File: config.mk
export PLATFORM = sky130hd
export DESIGN_NAME = tow_cfg_regs
export DESIGN_NICKNAME = d
export VERILOG_FILES = /design/src/hw/rtl/tow_pkg.sv /design/src/hw/rtl/tow_cfg_regs.sv
export SDC_FILE = /design/constraint.sdc
export NUM_CORES = 1
export LEC_CHECK = 0
export ABC_AREA = 1
export BUFFER_PORTS_ARGS = -buffer_cell sky130_fd_sc_hd__buf_2
export CORE_ASPECT_RATIO = 1.2
export CORE_MARGIN = 2
export CORE_UTILIZATION = 25
export DETAILED_ROUTE_END_ITERATION = 8
export SLEW_MARGIN = 30
export SYNTH_ARGS = -nofsm -noshare
export SYNTH_HDL_FRONTEND = slang
export SYNTH_SLANG_ARGS = --single-unit
File: constraint.sdc
create_clock -name clk -period 0.8 [get_ports clk]
set_input_delay 0.16 -clock clk [delete_from_list [all_inputs] [get_ports clk]]
set_output_delay 0.16 -clock clk [all_outputs]
set_load 0.01 [all_outputs]
File: src/hw/rtl/tow_pkg.sv
`timescale 1ns / 1ps
`default_nettype none
// ----------------------------------------------------------------------------
// Tanh overdrive package
// Shared constants, register map and the control/status types of the shaper.
// ----------------------------------------------------------------------------
package tow_pkg;

    // Default sample width and tanh table size
    localparam int TOW_SAMPLE_WIDTH    = 24;
    localparam int TOW_TANH_TABLE_SIZE = 1024;

    // Configuration port
    localparam int CFG_INDEX_W = 3;
    localparam int CFG_DATA_W  = 17;

    localparam logic [CFG_INDEX_W-1:0] REG_ENABLE      = 3'd0;
    localparam logic [CFG_INDEX_W-1:0] REG_DRIVE_GAIN  = 3'd1;
    localparam logic [CFG_INDEX_W-1:0] REG_DRIVE_BIAS  = 3'd2;
    localparam logic [CFG_INDEX_W-1:0] REG_BIAS_OFFSET = 3'd3;
    localparam logic [CFG_INDEX_W-1:0] REG_OUTPUT_NORM = 3'd4;
    localparam logic [CFG_INDEX_W-1:0] REG_TONE_COEFF  = 3'd5;
    localparam logic [CFG_INDEX_W-1:0] REG_WET_MIX     = 3'd6;

    // Q1.16 unity
    localparam logic [16:0] Q16_ONE = 17'h10000;

    // Reset values
    localparam logic        RST_ENABLE      = 1'b0;
    localparam logic [15:0] RST_DRIVE_GAIN  = 16'd4096;
    localparam logic [15:0] RST_DRIVE_BIAS  = 16'd0;
    localparam logic [15:0] RST_BIAS_OFFSET = 16'd0;
    localparam logic [14:0] RST_OUTPUT_NORM = 15'd16384;
    localparam logic [16:0] RST_TONE_COEFF  = 17'd65536;
    localparam logic [16:0] RST_WET_MIX     = 17'd65536;

    typedef struct packed {
        logic        enable;
        logic [15:0] drive_gain;
        logic [15:0] drive_bias;
        logic [15:0] bias_offset;
        logic [14:0] output_norm;
        logic [16:0] tone_coeff;
        logic [16:0] wet_mix;
    } tow_cfg_t;

    // One step of the sample sequence
    typedef struct packed {
        logic load;      // capture the input beat
        logic gain;      // scale and bias
        logic pos;       // magnitude, table index and fraction
        logic rom_next;  // address the upper table point
        logic rom0_cap;  // hold the lower table point
        logic interp;    // interpolate and restore sign
        logic norm;      // remove bias offset and normalize
        logic tone;      // one-pole lowpass
        logic mix;       // dry/wet blend
        logic out_load;  // move result to the output register
    } tow_cmd_t;

    typedef struct packed {
        logic enable;
        logic tone_active;
    } tow_status_t;

endpackage
`default_nettype wire

File: src/hw/rtl/tow_cfg_regs.sv
`timescale 1ns / 1ps
`default_nettype none
// ----------------------------------------------------------------------------
// Tanh overdrive configuration registers
// Write-only register file for the shaper coefficients.
// ----------------------------------------------------------------------------
module tow_cfg_regs
    import tow_pkg::*;
(
    input  logic                   clk,
    input  logic                   rst_n,
    input  logic                   cfg_we,
    input  logic [CFG_INDEX_W-1:0] cfg_index,
    input  logic [CFG_DATA_W-1:0]  cfg_data,
    output tow_cfg_t               cfg
);

    tow_cfg_t cfg_reg;
    tow_cfg_t cfg_next;

    always_comb
    begin
        cfg_next = cfg_reg;
        if (cfg_we)
        begin
            unique case (cfg_index)
                REG_ENABLE:      cfg_next.enable      = cfg_data[0];
                REG_DRIVE_GAIN:  cfg_next.drive_gain  = cfg_data[15:0];
                REG_DRIVE_BIAS:  cfg_next.drive_bias  = cfg_data[15:0];
                REG_BIAS_OFFSET: cfg_next.bias_offset = cfg_data[15:0];
                REG_OUTPUT_NORM: cfg_next.output_norm = cfg_data[14:0];
                REG_TONE_COEFF:  cfg_next.tone_coeff  = cfg_data[16:0];
                REG_WET_MIX:     cfg_next.wet_mix     = cfg_data[16:0];
                default:         cfg_next = cfg_reg;
            endcase
        end
    end

    always_ff @(posedge clk or negedge rst_n)
    begin
        if (!rst_n)
        begin
            cfg_reg.enable      <= RST_ENABLE;
            cfg_reg.drive_gain  <= RST_DRIVE_GAIN;
            cfg_reg.drive_bias  <= RST_DRIVE_BIAS;
            cfg_reg.bias_offset <= RST_BIAS_OFFSET;
            cfg_reg.output_norm <= RST_OUTPUT_NORM;
            cfg_reg.tone_coeff  <= RST_TONE_COEFF;
            cfg_reg.wet_mix     <= RST_WET_MIX;
        end
        else
        begin
            cfg_reg <= cfg_next;
        end
    end

    assign cfg = cfg_reg;

endmodule
`default_nettype wire

==> impl_metrics.json <==
{
  "portBuffers": 120,
  "drc": 0,
  "criticalPathCategory": "reg -> out",
  "avgRoutedWirePerCell_um": 15.2,
  "hold_end": "cfg[16]$_DFFE_PN1P_",
  "synth_mux_area_share_pct": 0,
  "critical-path-top-delay-family": "flip-flops",
  "min-delay-start": "cfg_data[16]",
  "htree_levels": 3,
  "seqCellArea_um2": 2460,
  "ant_nets": 0,
  "cp_max_fo": 2,
  "cts.sinks": 98,
  "synthAdderAreaFrac_pct": 0,
  "dp_hpwl_mm": 8.57,
  "cp-end-kind": "output pin",
  "cts_tree": "done",
  "hold_violations": 0,
  "cts_root_buf": "clkbuf_16",
  "worst-r2r-cell-count": 4,
  "cp_slowest_cell": "dfstp_2",
  "grt_pass1_wl_mm": 19.5,
  "holdCritPathClass": "in -> reg",
  "num_rows": 50,
  "antenna_found_initial": 0,
  "hold_slack_ns": 0.0111,
  "gp_congestion": 0.762,
  "synth_nets": 456,
  "worstMarginPinSlew_ns": 0.338,
  "crit_path_max_incr_delay_ns": 0.54,
  "setup_violations": 102,
  "largest_reg_flops": 98,
  "dpl_cell_area_um2": 4950,
  "clk_pin_slew_ns": 0.06,
  "final_util_pct": 37.9,
  "synth-compound-area-share_pct": 0,
  "yosys_warnings": 0,
  "syn_area_um2": 3910,
  "max_freq_mhz": 864,
  "fin_nets": 636,
  "fin_area_um2": 5860,
  "clock_latency_ns": 0.35,
  "r2r-start": "cfg[61]$_DFFE_PN0P_",
  "crit_required_ns": 0.64,
  "crit_buf_inv": 1,
  "period_share_pct": 145,
  "ys_seq_elements": 98,
  "synth_top_family_by_area": "simple AND/OR/NAND/NOR gates",
  "final_layout_size_suffix_gt1_share_pct": 37.4,
  "die_h_um": 141,
  "p_per_area_nw_per_um2": 2520,
  "r2r_setup_slack_ns": -0.05,
  "grt_usage_pct": 15.4,
  "grt_max_degree": 47,
  "vdd_drop_max_v": 0.000946,
  "yosysUniqueCellTypes": 13,
  "layout_min_cycle_time_ns": 1.16,
  "vias": 3514,
  "slew_headroom_pct": 77.4,
  "hold_depth": 3,
  "status": "finished, violations left",
  "critPathLaunchType": "flop",
  "die_x_um": 118,
  "fin_ws_ns": -0.357,
  "fin_skew_ns": 0,
  "r2r-end": "cfg[61]$_DFFE_PN0P_",
  "cts_made_buffers": 9,
  "die-area_um2": 16700,
  "p_leak_nw": 3.23,
  "clock_path_buffers": 2,
  "n_fill_cell": 1580,
  "drt_wl_total_mm": 12.5,
  "drt-pass1-iter-count": 4,
  "avgSynthCellArea_um2": 9.03,
  "grt_pass1_vias": 3362,
  "cp.depth": 1,
  "yosysSeqAreaShare_pct": 62.9,
  "grt.overflow.total": 0,
  "io_pins": 121,
  "synthCells": 433,
  "multi_input_area_um2": 1380,
  "slew_violations": 0,
  "viasPerCell": 4.25,
  "rsz0062_at_grt": "yes",
  "synth-simple-area-share_pct": 33.5,
  "cp_cell_sequence": "buf_6",
  "synthXorXnorAreaFrac_pct": 0,
  "arrival_ns": 1.00,
  "finalPower_mw": 14.7,
  "initial_core_util_pct": 25.3,
  "maxCapViolCount": 0,
  "antenna_cells": 0,
  "failed_checks": "setup timing",
  "drt-initial-drc-count": 341,
  "areaGrowthSynthToFinish_pct": 50.0,
  "core_um2": 15500
}
-- stage by stage --
stage | setup WS, ns | TNS [ns] | cells
2_1_floorplan | -0.0867 | -2.96 | 433
3_3_place_gp | -0.367 | -29.48 | 763
3_5_place_dp | -0.396 | -31.23 | 763
4_1_cts | -0.369 | -24.92 | 811
5_1_grt | -0.390 | -27.23 | 826
6_report | -0.357 | -24.13 | 826
-- cells in the mapped netlist --
master | instances | area [um2]
nand3_1 | 48 | 240
buf_2 | 7 | 35.0
inv_1 | 3 | 11.3
nand2_2 | 2 | 12.5
nor2_2 | 3 | 18.8
nor2_4 | 4 | 45.0
buf_4 | 4 | 30.0
buf_6 | 5 | 56.3
inv_2 | 3 | 11.3
nand2_4 | 4 | 45.0
nand2_1 | 252 | 946
dfstp_2 | 4 | 105
dfrtp_1 | 94 | 2350
-- layer usage --
| metal | vias up | part of all wire, % | global-route usage (%) | wire length [um] |
|---|---|---|---|---|
| li1 | 1707 | - | - | - |
| met1 | 1691 | 45 | 20.7 | 5640 |
| met2 | 104 | 48 | 24.6 | 6050 |
| met3 | 12 | 5.3 | 4.13 | 667 |
| met4 | 0 | 1.4 | 4.25 | 172 |
| met5 | - | 0 | 0 | 0 |
-- layout make-up --
cell class	instances	share of cell area, %
Timing Repair Buffer	185	24.1
Clock inverter	5	0.640
Clock buffer	11	4.31
Multi-Input combinational cell	313	23.6
Tap cell	208	4.44
Inverter	6	0.982
Sequential cell	98	41.9
-- where the power goes --
group / leakage, nW / switching (mW) / internal [mW]
sequential: 1.22 / 0.570 / 5.91
combinational: 1.86 / 1.94 / 2.03
clock: 0.138 / 2.01 / 2.29
total: 3.23 / 4.52 / 10.2
-- how the worst max path moves through the flow --
stage | startpoint | slack (ns) | endpoint
3_3_place_gp | cfg_index[0] | -0.37 | cfg[51]$_DFFE_PN0P_
3_5_place_dp | cfg_index[0] | -0.40 | cfg[52]$_DFFE_PN0P_
5_1_grt | cfg[48]$_DFFE_PN1P_ | -0.39 | cfg[48]
2_1_floorplan | cfg_we | -0.09 | cfg[54]$_DFFE_PN0P_
4_1_cts | cfg[48]$_DFFE_PN1P_ | -0.37 | cfg[48]
6_report | cfg[16]$_DFFE_PN1P_ | -0.36 | cfg[16]
-- logic make-up (layout without fill, tap and decap cells) --
kind of cell,Yosys count,after routing
buffers and inverters,22,207
flip-flops,98,98
AND/OR/NAND/NOR,313,313
-- tightest hold or removal path, cell delays in order --
cell and delay [ns]:
buf_2 0.11, nand2_1 0.06, nand2_1 0.04
-- layout by cell type, fill, tap and decap left out, types with 4 or more instances in the layout --
master     instances
nand2_8            4
buf_6             32
buf_12            10
dfrtp_1           94
clkbuf_16          9
buf_4             51
nand2_1          242
buf_2             89
nand3_1           48
dfstp_2            4
nand2_2           10
nor2_4             5
-- timing repair --
action,4_1_cts,5_1_grt
pin swaps,0,8
buffers inserted,31,23
setup endpoints to repair,114,152
hold buffers,1,0
hold endpoints to repair,94,0
resized for setup,27,30
No activity file was read; power rests on OpenSTA's default activity.
