==> config.mk <==
export PLATFORM = sky130hd
export DESIGN_NAME = tow_ctrl
export DESIGN_NICKNAME = d
export VERILOG_FILES = /design/src/hw/rtl/tow_pkg.sv /design/src/hw/rtl/tow_ctrl.sv
export SDC_FILE = /design/constraint.sdc
export NUM_CORES = 1
export LEC_CHECK = 0
export BUFFER_PORTS_ARGS = -buffer_cell sky130_fd_sc_hd__buf_4
export CAP_MARGIN = 30
export CORE_AREA = 3 3 40 42
export DETAILED_ROUTE_END_ITERATION = 12
export DIE_AREA = 0 0 43 45
export HOLD_SLACK_MARGIN = 0.02
export PLACE_DENSITY = 0.66
export SYNTH_ARGS = -nofsm -noshare
export SYNTH_HDL_FRONTEND = slang
export SYNTH_SLANG_ARGS = --single-unit
==> constraint.sdc <==
create_clock -name clk -period 1.15 [get_ports clk]
set_input_delay 0.0575 -clock clk [delete_from_list [all_inputs] [get_ports clk]]
set_output_delay 0.0575 -clock clk [all_outputs]
set_load 0.01 [all_outputs]
==> src/hw/rtl/tow_pkg.sv <==
`timescale 1ns / 1ps
`default_nettype none
// ----------------------------------------------------------------------------
// Tanh overdrive package
// Shared constants, register map and the control/status types of the shaper.
// ----------------------------------------------------------------------------
package tow_pkg;

    // Default sample width and tanh table size
    localparam int TOW_SAMPLE_WIDTH    = 24;
    localparam int TOW_TANH_TABLE_SIZE = 1024;

    // Configuration port
    localparam int CFG_INDEX_W = 3;
    localparam int CFG_DATA_W  = 17;

    localparam logic [CFG_INDEX_W-1:0] REG_ENABLE      = 3'd0;
    localparam logic [CFG_INDEX_W-1:0] REG_DRIVE_GAIN  = 3'd1;
    localparam logic [CFG_INDEX_W-1:0] REG_DRIVE_BIAS  = 3'd2;
    localparam logic [CFG_INDEX_W-1:0] REG_BIAS_OFFSET = 3'd3;
    localparam logic [CFG_INDEX_W-1:0] REG_OUTPUT_NORM = 3'd4;
    localparam logic [CFG_INDEX_W-1:0] REG_TONE_COEFF  = 3'd5;
    localparam logic [CFG_INDEX_W-1:0] REG_WET_MIX     = 3'd6;

    // Q1.16 unity
    localparam logic [16:0] Q16_ONE = 17'h10000;

    // Reset values
    localparam logic        RST_ENABLE      = 1'b0;
    localparam logic [15:0] RST_DRIVE_GAIN  = 16'd4096;
    localparam logic [15:0] RST_DRIVE_BIAS  = 16'd0;
    localparam logic [15:0] RST_BIAS_OFFSET = 16'd0;
    localparam logic [14:0] RST_OUTPUT_NORM = 15'd16384;
    localparam logic [16:0] RST_TONE_COEFF  = 17'd65536;
    localparam logic [16:0] RST_WET_MIX     = 17'd65536;

    typedef struct packed {
        logic        enable;
        logic [15:0] drive_gain;
        logic [15:0] drive_bias;
        logic [15:0] bias_offset;
        logic [14:0] output_norm;
        logic [16:0] tone_coeff;
        logic [16:0] wet_mix;
    } tow_cfg_t;

    // One step of the sample sequence
    typedef struct packed {
        logic load;      // capture the input beat
        logic gain;      // scale and bias
        logic pos;       // magnitude, table index and fraction
        logic rom_next;  // address the upper table point
        logic rom0_cap;  // hold the lower table point
        logic interp;    // interpolate and restore sign
        logic norm;      // remove bias offset and normalize
        logic tone;      // one-pole lowpass
        logic mix;       // dry/wet blend
        logic out_load;  // move result to the output register
    } tow_cmd_t;

    typedef struct packed {
        logic enable;
        logic tone_active;
    } tow_status_t;

endpackage
`default_nettype wire

==> src/hw/rtl/tow_ctrl.sv <==
`timescale 1ns / 1ps
`default_nettype none
// ----------------------------------------------------------------------------
// Tanh overdrive controller
// Sequences one sample through the datapath and owns the stream handshakes.
// ----------------------------------------------------------------------------
module tow_ctrl
    import tow_pkg::*;
(
    input  logic        clk,
    input  logic        rst_n,
    input  logic        in_valid,
    output logic        in_ready,
    output logic        out_valid,
    input  logic        out_ready,
    input  tow_status_t status,
    output tow_cmd_t    cmd
);

    localparam logic [3:0] S_IDLE   = 4'd0;
    localparam logic [3:0] S_GAIN   = 4'd1;
    localparam logic [3:0] S_POS    = 4'd2;
    localparam logic [3:0] S_ROM0   = 4'd3;
    localparam logic [3:0] S_ROM1   = 4'd4;
    localparam logic [3:0] S_INTERP = 4'd5;
    localparam logic [3:0] S_NORM   = 4'd6;
    localparam logic [3:0] S_TONE   = 4'd7;
    localparam logic [3:0] S_MIX    = 4'd8;
    localparam logic [3:0] S_OUT    = 4'd9;

    logic [3:0] state_reg;
    logic [3:0] state_next;
    logic       out_valid_reg;
    logic       out_valid_next;
    logic       slot_free;

    assign slot_free = !out_valid_reg || out_ready;
    assign in_ready  = (state_reg == S_IDLE);
    assign out_valid = out_valid_reg;

    always_comb
    begin
        state_next = state_reg;
        cmd        = '0;
        unique case (state_reg)
            S_IDLE:
            begin
                if (in_valid)
                begin
                    cmd.load   = 1'b1;
                    state_next = status.enable ? S_GAIN : S_OUT;
                end
            end
            S_GAIN:
            begin
                cmd.gain   = 1'b1;
                state_next = S_POS;
            end
            S_POS:
            begin
                cmd.pos    = 1'b1;
                state_next = S_ROM0;
            end
            S_ROM0:
            begin
                state_next = S_ROM1;
            end
            S_ROM1:
            begin
                cmd.rom_next = 1'b1;
                cmd.rom0_cap = 1'b1;
                state_next   = S_INTERP;
            end
            S_INTERP:
            begin
                cmd.interp = 1'b1;
                state_next = S_NORM;
            end
            S_NORM:
            begin
                cmd.norm   = 1'b1;
                state_next = status.tone_active ? S_TONE : S_MIX;
            end
            S_TONE:
            begin
                cmd.tone   = 1'b1;
                state_next = S_MIX;
            end
            S_MIX:
            begin
                cmd.mix    = 1'b1;
                state_next = S_OUT;
            end
            S_OUT:
            begin
                // hold until the output register can take the beat
                if (slot_free)
                begin
                    cmd.out_load = 1'b1;
                    state_next   = S_IDLE;
                end
            end
            default:
            begin
                state_next = S_IDLE;
            end
        endcase
    end

    always_comb
    begin
        out_valid_next = out_valid_reg;
        if (out_valid_reg && out_ready)
        begin
            out_valid_next = 1'b0;
        end
        if (cmd.out_load)
        begin
            out_valid_next = 1'b1;
        end
    end

    always_ff @(posedge clk or negedge rst_n)
    begin
        if (!rst_n)
        begin
            state_reg     <= S_IDLE;
            out_valid_reg <= 1'b0;
        end
        else
        begin
            state_reg     <= state_next;
            out_valid_reg <= out_valid_next;
        end
    end

endmodule
`default_nettype wire

==> results_dict.tcl, run 1 <==
set metrics [dict create \
    status "finished, violations left" \
    path_clk_slew_ps 50 \
    synth_largest_area_cell "dfrtp_1" \
    netlist_area_um2 409 \
    finalHoldViolations 0 \
    gp_congestion 0.788 \
    p_sw_mw 0.978 \
    setup_viol 13 \
    leakagePower_nw 0.396 \
    synth-seq-area-share_pct 30.6 \
    critical-path-top-delay-family "simple AND/OR/NAND/NOR gates" \
    maxCapViolations 0 \
    fp.dieW_um 43 \
    dp_hpwl_um 761 \
    first_global_vias 479 \
    clockBufferDepth 2 \
    cp.buffers_inverters 2 \
    nets 90 \
    power.internal_mw 1.42 \
    drc_errors 0 \
    synth_top_area_share_pct 30.6 \
    finalCritPeriodShare_pct 126 \
    grt-ovfl-total 0 \
    cts_tree "done" \
    rsz0062_at_grt "yes" \
    slowest_stage "or4_4" \
    ys_warn_count 0 \
    design.core.area_um2 1280 \
    h-tree-depth 1 \
    met3_usage_pct 6.37 \
    met1_usage_pct 16.9 \
    clkLatencyLatePin_ps 240 \
    rows 13 \
    start_kind "flip-flop" \
    cp_max_fo 3 \
    violations "setup timing" \
    power.total_mw 2.40 \
    largest_register_ffs 4 \
    layout-drive-gt1-share_pct 80.7 \
    first_iter_violations 6 \
    pwr-share-clk_pct 8.3 \
    synth.area.top_cells "dfrtp_1 31%, buf_6 5.5%, nor3_1 4.9%" \
    drv_slew 0 \
    cts_made_buffers 3 \
    cp.required_ps 1270 \
    worstSetupPathType "flip-flop to flip-flop" \
    synth_nets 53 \
    place_inst 82 \
    met2_usage_pct 25.1 \
    numPortBuffers 17 \
    track_usage_pct 14.9 \
    worstPathCellList "buf_4 > buf_6 > or4_4 > nand3_2 > o21ai_2" \
    final_core_utilization_pct 67.8 \
    grt_busiest_layer "met2" \
    areaGrowthSynthToFinish_pct 113 \
    syn_area_per_cell_um2 8.71 \
    num_antenna_cells 0 \
    fillCellCount 102 \
    combPwrFrac_pct 76.6 \
    setup_slack_ps -294 \
    finClkSkew_ps 3.81 \
    antenna_found_initial 0 \
    max-slew-margin-rel_pct 79.4 \
    fin_hold_ws_ps 155 \
    p_seq_share_pct 15.1 \
    tightest_slew_ps 309 \
    routed_wl_um 1300 \
    max_freq_mhz 693 \
    vdd_drop_max_v 0.00131 \
    grt_pass1_wl_um 2130 \
    cpPeakStageDelay_ps 520 \
    hold_class "input port to asynchronous set/reset pin" \
    ant_nets 0 \
    clock_sinks 5 \
    pin_count 18 \
    drt_first_pass_iters 4 \
    finalCriticalPeriod_ps 1440 \
    dieArea_um2 1940 \
    clockRootBuffer "clkbuf_4" \
    synth.distinct_cells 27 \
    powerDensity_nw_per_um2 2760 \
    cp-end-kind "flip-flop" \
    p_sw_share_pct 40.8 \
    die_y_um 45 \
    worstPathArrival_ps 1570 \
    initial_core_util_pct 31.8 \
    vias_per_cell 4.86 \
    wl_per_cell_um 13.3 \
    syn_inst 47 \
    fin_cells 98 \
    via_count 476 \
    ys_seq_elements 5 \
    grt_max_degree 8 \
    fin_tns_setup_ps -2310 \
]
## synth_stat cells (all sizes together)
library cell  instances
and3                  1
nor4                  1
nand3                 1
dfrtp                 5
buf                   6
or2b                  1
nand2                 2
o22ai                 1
nand2b                4
a31oi                 1
or3                   1
a21oi                 2
nor3                  4
a311oi                1
o21ai                 3
inv                   2
or4                   1
and2                  2
a2111oi               1
nor2b                 2
o21a                  1
nor2                  4
## final timing paths
| check | startpoint | end | slack [ps] | cells after the start |
|---|---|---|---|---|
| worst max-delay path | state_reg[1]$_DFFE_PN0P_ | state_reg[0]$_DFFE_PN0P_ | -290 | 5 |
| worst min-delay path | rst_n | out_valid$_DFFE_PN0P_ | 150 | 2 |
| worst max register to register | state_reg[1]$_DFFE_PN0P_ | state_reg[0]$_DFFE_PN0P_ | -290 | 5 |
| worst min register to register | out_valid$_DFFE_PN0P_ | out_valid$_DFFE_PN0P_ | 560 | 2 |
| max in group asynchronous | rst_n | state_reg[3]$_DFFE_PN0P_ | 870 | 2 |
| min in group clk | out_ready | out_valid$_DFFE_PN0P_ | 170 | 3 |
## per-layer routing
metal,up-vias,wire (µm)
met4,0,13
met1,227,524
li1,231,-
met2,15,697
met3,3,68
met5,-,0
## area by class of cell
| cell class | instances | area [µm²] | share of cell area, % |
|---|---|---|---|
| clock inverters | 1 | 5.00 | 0.575 |
| clock buffers | 3 | 22.5 | 2.59 |
| multi-input cells | 34 | 345 | 39.7 |
| flip-flops and latches | 5 | 129 | 14.8 |
| repair buffers | 38 | 340 | 39.1 |
| well taps | 15 | 18.8 | 2.16 |
| inverters | 2 | 10.0 | 1.15 |
## per-stage QoR
stage	area [µm²]	worst slack, ps
2_1_floorplan	438	-19.3
6_report	871	-294
3_3_place_gp	598	-78.0
4_1_cts	747	-278
5_1_grt	871	-347
3_5_place_dp	598	-77.4
## worst register-to-register path, cell delays in order (launching register included)
cell	delay, ps
dfrtp_1	390
buf_4	140
buf_6	110
or4_4	520
nand3_2	100
o21ai_2	60
## what timing repair did
item	CTS	global route
hold endpoints to repair	5	0
pin swaps	6	9
hold buffers	1	0
setup endpoints to repair	13	15
resized for setup	19	17
buffers inserted	4	7
## kinds of logic after synthesis
| group | Yosys count | share of synthesized area, % |
|---|---|---|
| simple gates | 24 | 37.6 |
| buf+inv | 8 | 13.5 |
| compound gates | 10 | 18.3 |
| flops | 5 | 30.6 |
## layout by cell type, fill, tap and decap left out, types with 2 or more instances in the layout
cell type / instances
buf_4: 24
buf_6: 12
nand2b_1: 2
dfrtp_1: 2
clkbuf_4: 3
nand2_1: 2
nor2b_1: 2
dfrtp_2: 3
nor2_2: 2
nor2_1: 2
o21ai_0: 2
nand2b_4: 2
nor3_4: 3
and2_4: 2
a21oi_1: 2
## power groups by stage
stage          Clock (mW)  Sequential (mW)  Combinational [mW]
2_1_floorplan           0            0.293               0.793
3_3_place_gp            0            0.347                1.11
3_5_place_dp            0            0.354                1.11
4_1_cts             0.210            0.361                1.44
5_1_grt             0.236            0.372                1.97
6_report            0.198            0.363                1.84
(Power assumes the default switching activity.)
==> inputs of run 2 (changes only) <==
==> constraint.sdc (replaced) <==
create_clock -name clk -period 1.3 [get_ports clk]
set_input_delay 0.065 -clock clk [delete_from_list [all_inputs] [get_ports clk]]
set_output_delay 0.065 -clock clk [all_outputs]
set_load 0.01 [all_outputs]
==> results_dict.tcl, run 2 (synthesis gave the netlist of run 1 again) <==
set metrics [dict create \
    drt_first_pass_iters 3 \
    p_seq_share_pct 18.0 \
    grt-ovfl-total 0 \
    cp.buffers_inverters 1 \
    first_global_vias 422 \
    start_kind "flip-flop" \
    p_sw_mw 0.718 \
    num_antenna_cells 0 \
    cp.required_ps 1240 \
    met1_usage_pct 12.8 \
    initial_core_util_pct 31.8 \
    antenna_found_initial 0 \
    max_freq_mhz 694 \
    finalCriticalPeriod_ps 1440 \
    grt_pass1_wl_um 1730 \
    clockRootBuffer "clkbuf_4" \
    critical-path-top-delay-family "simple AND/OR/NAND/NOR gates" \
    final_core_utilization_pct 57.3 \
    cp_max_fo 4 \
    hold_class "input port to asynchronous set/reset pin" \
    fillCellCount 106 \
    wl_per_cell_um 13.3 \
    pwr-share-clk_pct 9.9 \
    routed_wl_um 1260 \
    place_inst 78 \
    rows 13 \
    combPwrFrac_pct 72.1 \
    powerDensity_nw_per_um2 2410 \
    tightest_slew_ps 286 \
    mostFrequentLayoutCell "buf_4" \
    finClkSkew_ps 2.81 \
    clock_sinks 5 \
    worstPathCellList "nand2b_4 > or3_4 > nor2b_1 > buf_4" \
    gp_congestion 0.816 \
    maxCapViolations 0 \
    max-slew-margin-rel_pct 80.9 \
    violations "setup timing" \
    via_count 463 \
    ant_nets 0 \
    pin_count 18 \
    setup_slack_ps -140 \
    die_y_um 45 \
    nets 87 \
    slowest_stage "dfrtp_1" \
    cp-end-kind "output port" \
    clockBufferDepth 2 \
    fin_tns_setup_ps -671 \
    cts_tree "done" \
    fp.dieW_um 43 \
    first_iter_violations 10 \
    status "finished, violations left" \
    vias_per_cell 4.87 \
    largest_register_ffs 4 \
    met2_usage_pct 21.9 \
    clkLatencyLatePin_ps 240 \
    worstPathArrival_ps 1380 \
    vdd_drop_max_v 0.00121 \
    dieArea_um2 1940 \
    numPortBuffers 17 \
    mostFrequentLayoutCells "30 x buf_4, 4 x buf_6, 3 x nor2_1, 3 x clkbuf_4, 3 x dfrtp_2" \
    grt_max_degree 10 \
    rsz0062_at_grt "yes" \
    fin_cells 95 \
    met3_usage_pct 3.19 \
    drc_errors 0 \
    p_sw_share_pct 40.5 \
    setup_viol 10 \
    worstSetupPathType "flip-flop to output port" \
    cts_made_buffers 3 \
    layout-drive-gt1-share_pct 66.3 \
    finalCritPeriodShare_pct 111 \
    drv_slew 0 \
    leakagePower_nw 0.353 \
    finalHoldViolations 0 \
    track_usage_pct 12.0 \
    design.core.area_um2 1280 \
    grt_busiest_layer "met2" \
    h-tree-depth 1 \
    areaGrowthSynthToFinish_pct 79.8 \
    cpPeakStageDelay_ps 380 \
    power.internal_mw 1.05 \
    path_clk_slew_ps 40 \
]
## run 2: changes by cell type in the layout (fill, tap and decap cells not counted), sizes merged
cell and change:
buf -3, clkinv -1, clkbuf +1
## run 2: layout make-up
type                    instances  area [µm²]  share of cell area (%)
well taps                      15        18.8                    2.55
inverters                       2        7.51                    1.02
multi-input cells              34         274                    37.2
clock buffers                   4        26.3                    3.57
repair buffers                 35         280                    38.1
flip-flops and latches          5         129                    17.5
## run 2: final timing paths
| path | start | endpoint | slack [ps] | depth (start not counted) |
|---|---|---|---|---|
| setup / recovery | state_reg[1]$_DFFE_PN0P_ | cmd[0] | -140 | 4 |
| hold / removal | rst_n | state_reg[3]$_DFFE_PN0P_ | 170 | 2 |
| setup reg to reg | state_reg[1]$_DFFE_PN0P_ | state_reg[0]$_DFFE_PN0P_ | -80 | 4 |
| hold reg to reg | out_valid$_DFFE_PN0P_ | out_valid$_DFFE_PN0P_ | 580 | 2 |
| max in group asynchronous | rst_n | state_reg[0]$_DFFE_PN0P_ | 1010 | 2 |
| min in group clk | status[0] | state_reg[2]$_DFFE_PN0P_ | 190 | 3 |
## run 2: layer usage
layer  up-vias  part of all wire (%)
met5         -                     0
met4         0                   1.1
met3         2                   6.3
met2        17                    53
met1       212                    40
li1        232                     -
## run 2: power by group through the flow
stage	logic [mW]	registers (mW)	clock network, mW
4_1_cts	1.07	0.305	0.178
3_5_place_dp	0.820	0.329	0
3_3_place_gp	0.815	0.328	0
6_report	1.28	0.319	0.175
2_1_floorplan	0.623	0.255	0
5_1_grt	1.37	0.324	0.191
## run 2: stage by stage
stage / setup slack (ps) / instance area [µm²] / power (mW) / hold WS, ps
CTS: -134 / 666 / 1.56 / 158
finish: -140 / 736 / 1.77 / 165
detailed placement: 31.0 / 551 / 1.15 / -130
floorplan: 79.4 / 414 / 0.879 / -231
global route: -188 / 736 / 1.88 / 174
global placement: 26.4 / 551 / 1.14 / -129
## run 2: timing repair
item / 4_1_cts / 5_1_grt
pin swaps: 0 / 1
hold buffers: 1 / 0
resized for setup: 10 / 6
hold endpoints to repair: 5 / 0
setup endpoints to repair: 11 / 13
setup buffers: 5 / 7
==> inputs of run 3 (changes only) <==
--- a/config.mk
+++ b/config.mk
@@ -11,7 +11,7 @@
 export DETAILED_ROUTE_END_ITERATION = 12
 export DIE_AREA = 0 0 43 45
 export HOLD_SLACK_MARGIN = 0.02
-export PLACE_DENSITY = 0.66
+export PLACE_DENSITY = 0.64
 export SYNTH_ARGS = -nofsm -noshare
 export SYNTH_HDL_FRONTEND = slang
 export SYNTH_SLANG_ARGS = --single-unit
==> constraint.sdc (replaced) <==
create_clock -name clk -period 1.8 [get_ports clk]
set_input_delay 0.09 -clock clk [delete_from_list [all_inputs] [get_ports clk]]
set_output_delay 0.09 -clock clk [all_outputs]
set_load 0.05 [all_outputs]
==> results_dict.tcl, run 3 (synthesis gave the netlist of run 1 again) <==
set metrics [dict create \
    routed_wl_um 888 \
    fillCellCount 132 \
    drv_slew 0 \
    worstPathArrival_ps 1620 \
    fin_tns_setup_ps 0 \
    drc_errors 0 \
    slowest_stage "dfrtp_1" \
    leakagePower_nw 0.279 \
    drt_first_pass_iters 2 \
    cts_tree "done" \
    numPortBuffers 17 \
    r2r-start "state_reg[3]$_DFFE_PN0P_" \
    setup_viol 0 \
    reg2reg_depth 4 \
    gp_congestion 0.789 \
    grt_max_degree 13 \
    initial_core_util_pct 31.8 \
    critical-path-top-delay-family "flip-flops" \
    combPwrFrac_pct 69.4 \
    seqCellArea_um2 125 \
    path_clk_slew_ps 40 \
    fin_cells 81 \
    clockRootBuffer "clkbuf_4" \
    multi_input_area_um2 250 \
    grt_pass1_wl_um 1520 \
    power.internal_mw 0.555 \
    worstSetupPathType "flip-flop to output port" \
    finalCritPeriodShare_pct 94.8 \
    p_sw_share_pct 54.3 \
    track_usage_pct 10.4 \
    via_count 371 \
    ant_nets 0 \
    crit_path_end "cmd[2]" \
    num_antenna_cells 0 \
    cp_max_fo 12 \
    powerDensity_nw_per_um2 2070 \
    final_core_utilization_pct 45.8 \
    cpPeakStageDelay_ps 600 \
    first_global_vias 353 \
    postCtsSetupRepairBufs 0 \
    wl_per_cell_um 11.0 \
    largest_register_ffs 4 \
    clockBufferDepth 2 \
    vias_per_cell 4.58 \
    dieArea_um2 1940 \
    mostFrequentLayoutCells "20 x buf_4, 5 x dfrtp_1, 4 x nor2_1" \
    die_y_um 45 \
    areaGrowthSynthToFinish_pct 43.7 \
    dp_hpwl_um 713 \
    p_seq_share_pct 20.1 \
    cp.required_ps 1710 \
    fin_hold_ws_ps 184 \
    mostFrequentLayoutCell "buf_4" \
    cp-end-kind "output port" \
    grt-ovfl-total 0 \
    fp.dieW_um 43 \
    finClkSkew_ps 6.09 \
    ff2ff_setup_slack_ps 430 \
    r2r_end "state_reg[0]$_DFFE_PN0P_" \
    vdd_drop_max_v 0.00113 \
    maxCapViolations 0 \
    clock_sinks 5 \
    worstPathCellList "or2b_4 > inv_1 > and3_1 > buf_4" \
    clkLatencyLatePin_ps 240 \
    power.total_mw 1.22 \
    status "finished clean" \
    layout-drive-gt1-share_pct 48.5 \
    design.core.area_um2 1280 \
    crit_path_start "state_reg[2]$_DFFE_PN0P_" \
    hold_class "input port to asynchronous set/reset pin" \
    rsz0062_at_grt "no" \
    pwr-share-clk_pct 10.4 \
    finalHoldViolations 0 \
    tightest_slew_ps 441 \
    rows 13 \
    p_sw_mw 0.660 \
    max-slew-margin-rel_pct 70.6 \
    first_iter_violations 3 \
    antenna_found_initial 0 \
    place_inst 76 \
    cp.buffers_inverters 2 \
    critical_path_depth 4 \
    pin_count 18 \
    max_freq_mhz 586 \
    h-tree-depth 1 \
    cts_made_buffers 3 \
    nets 73 \
    finalCriticalPeriod_ps 1710 \
    start_kind "flip-flop" \
]
-- run 3: layout make-up --
class | instances | share of cell area (%)
inverter | 2 | 1.28
multi-input combinational | 34 | 42.6
tap | 15 | 3.19
sequential | 5 | 21.3
clock buffer | 4 | 4.47
timing repair buffer | 21 | 27.2
-- run 3: worst min-delay path by stage --
stage,from,endpoint,slack [ps],cells after the start
floorplan,rst_n,out_valid$_DFFE_PN0P_,-210,0
global placement,rst_n,state_reg[0]$_DFFE_PN0P_,-100,1
detailed placement,rst_n,out_valid$_DFFE_PN0P_,-110,1
CTS,rst_n,out_valid$_DFFE_PN0P_,190,2
global route,out_ready,out_valid$_DFFE_PN0P_,190,3
finish,rst_n,out_valid$_DFFE_PN0P_,180,2
-- run 3: repair_timing --
item                                   CTS  global route
hold buffers                             1             0
endpoints found under the hold margin    5             0
gates resized for setup                  0             0
-- run 3: per-layer routing --
metal	GRT usage (%)	routed length (µm)
met1	11.3	387
met2	18.6	478
met3	5.18	23
met4	1.81	0
met5	0	0
-- run 3: power groups by stage --
stage / Clock, mW / Sequential, mW / Combinational, mW
detailed placement: 0 / 0.243 / 0.847
finish: 0.127 / 0.245 / 0.844
global placement: 0 / 0.243 / 0.851
global route: 0.141 / 0.257 / 0.901
floorplan: 0 / 0.202 / 0.719
CTS: 0.130 / 0.244 / 0.848
-- run 3: through the flow --
step,setup slack (ps),instance area (µm²)
after detailed placement,368,552
after global placement,364,552
after global routing,3.75,588
after floorplan,-7.11,430
after CTS,105,588
final,93.2,588
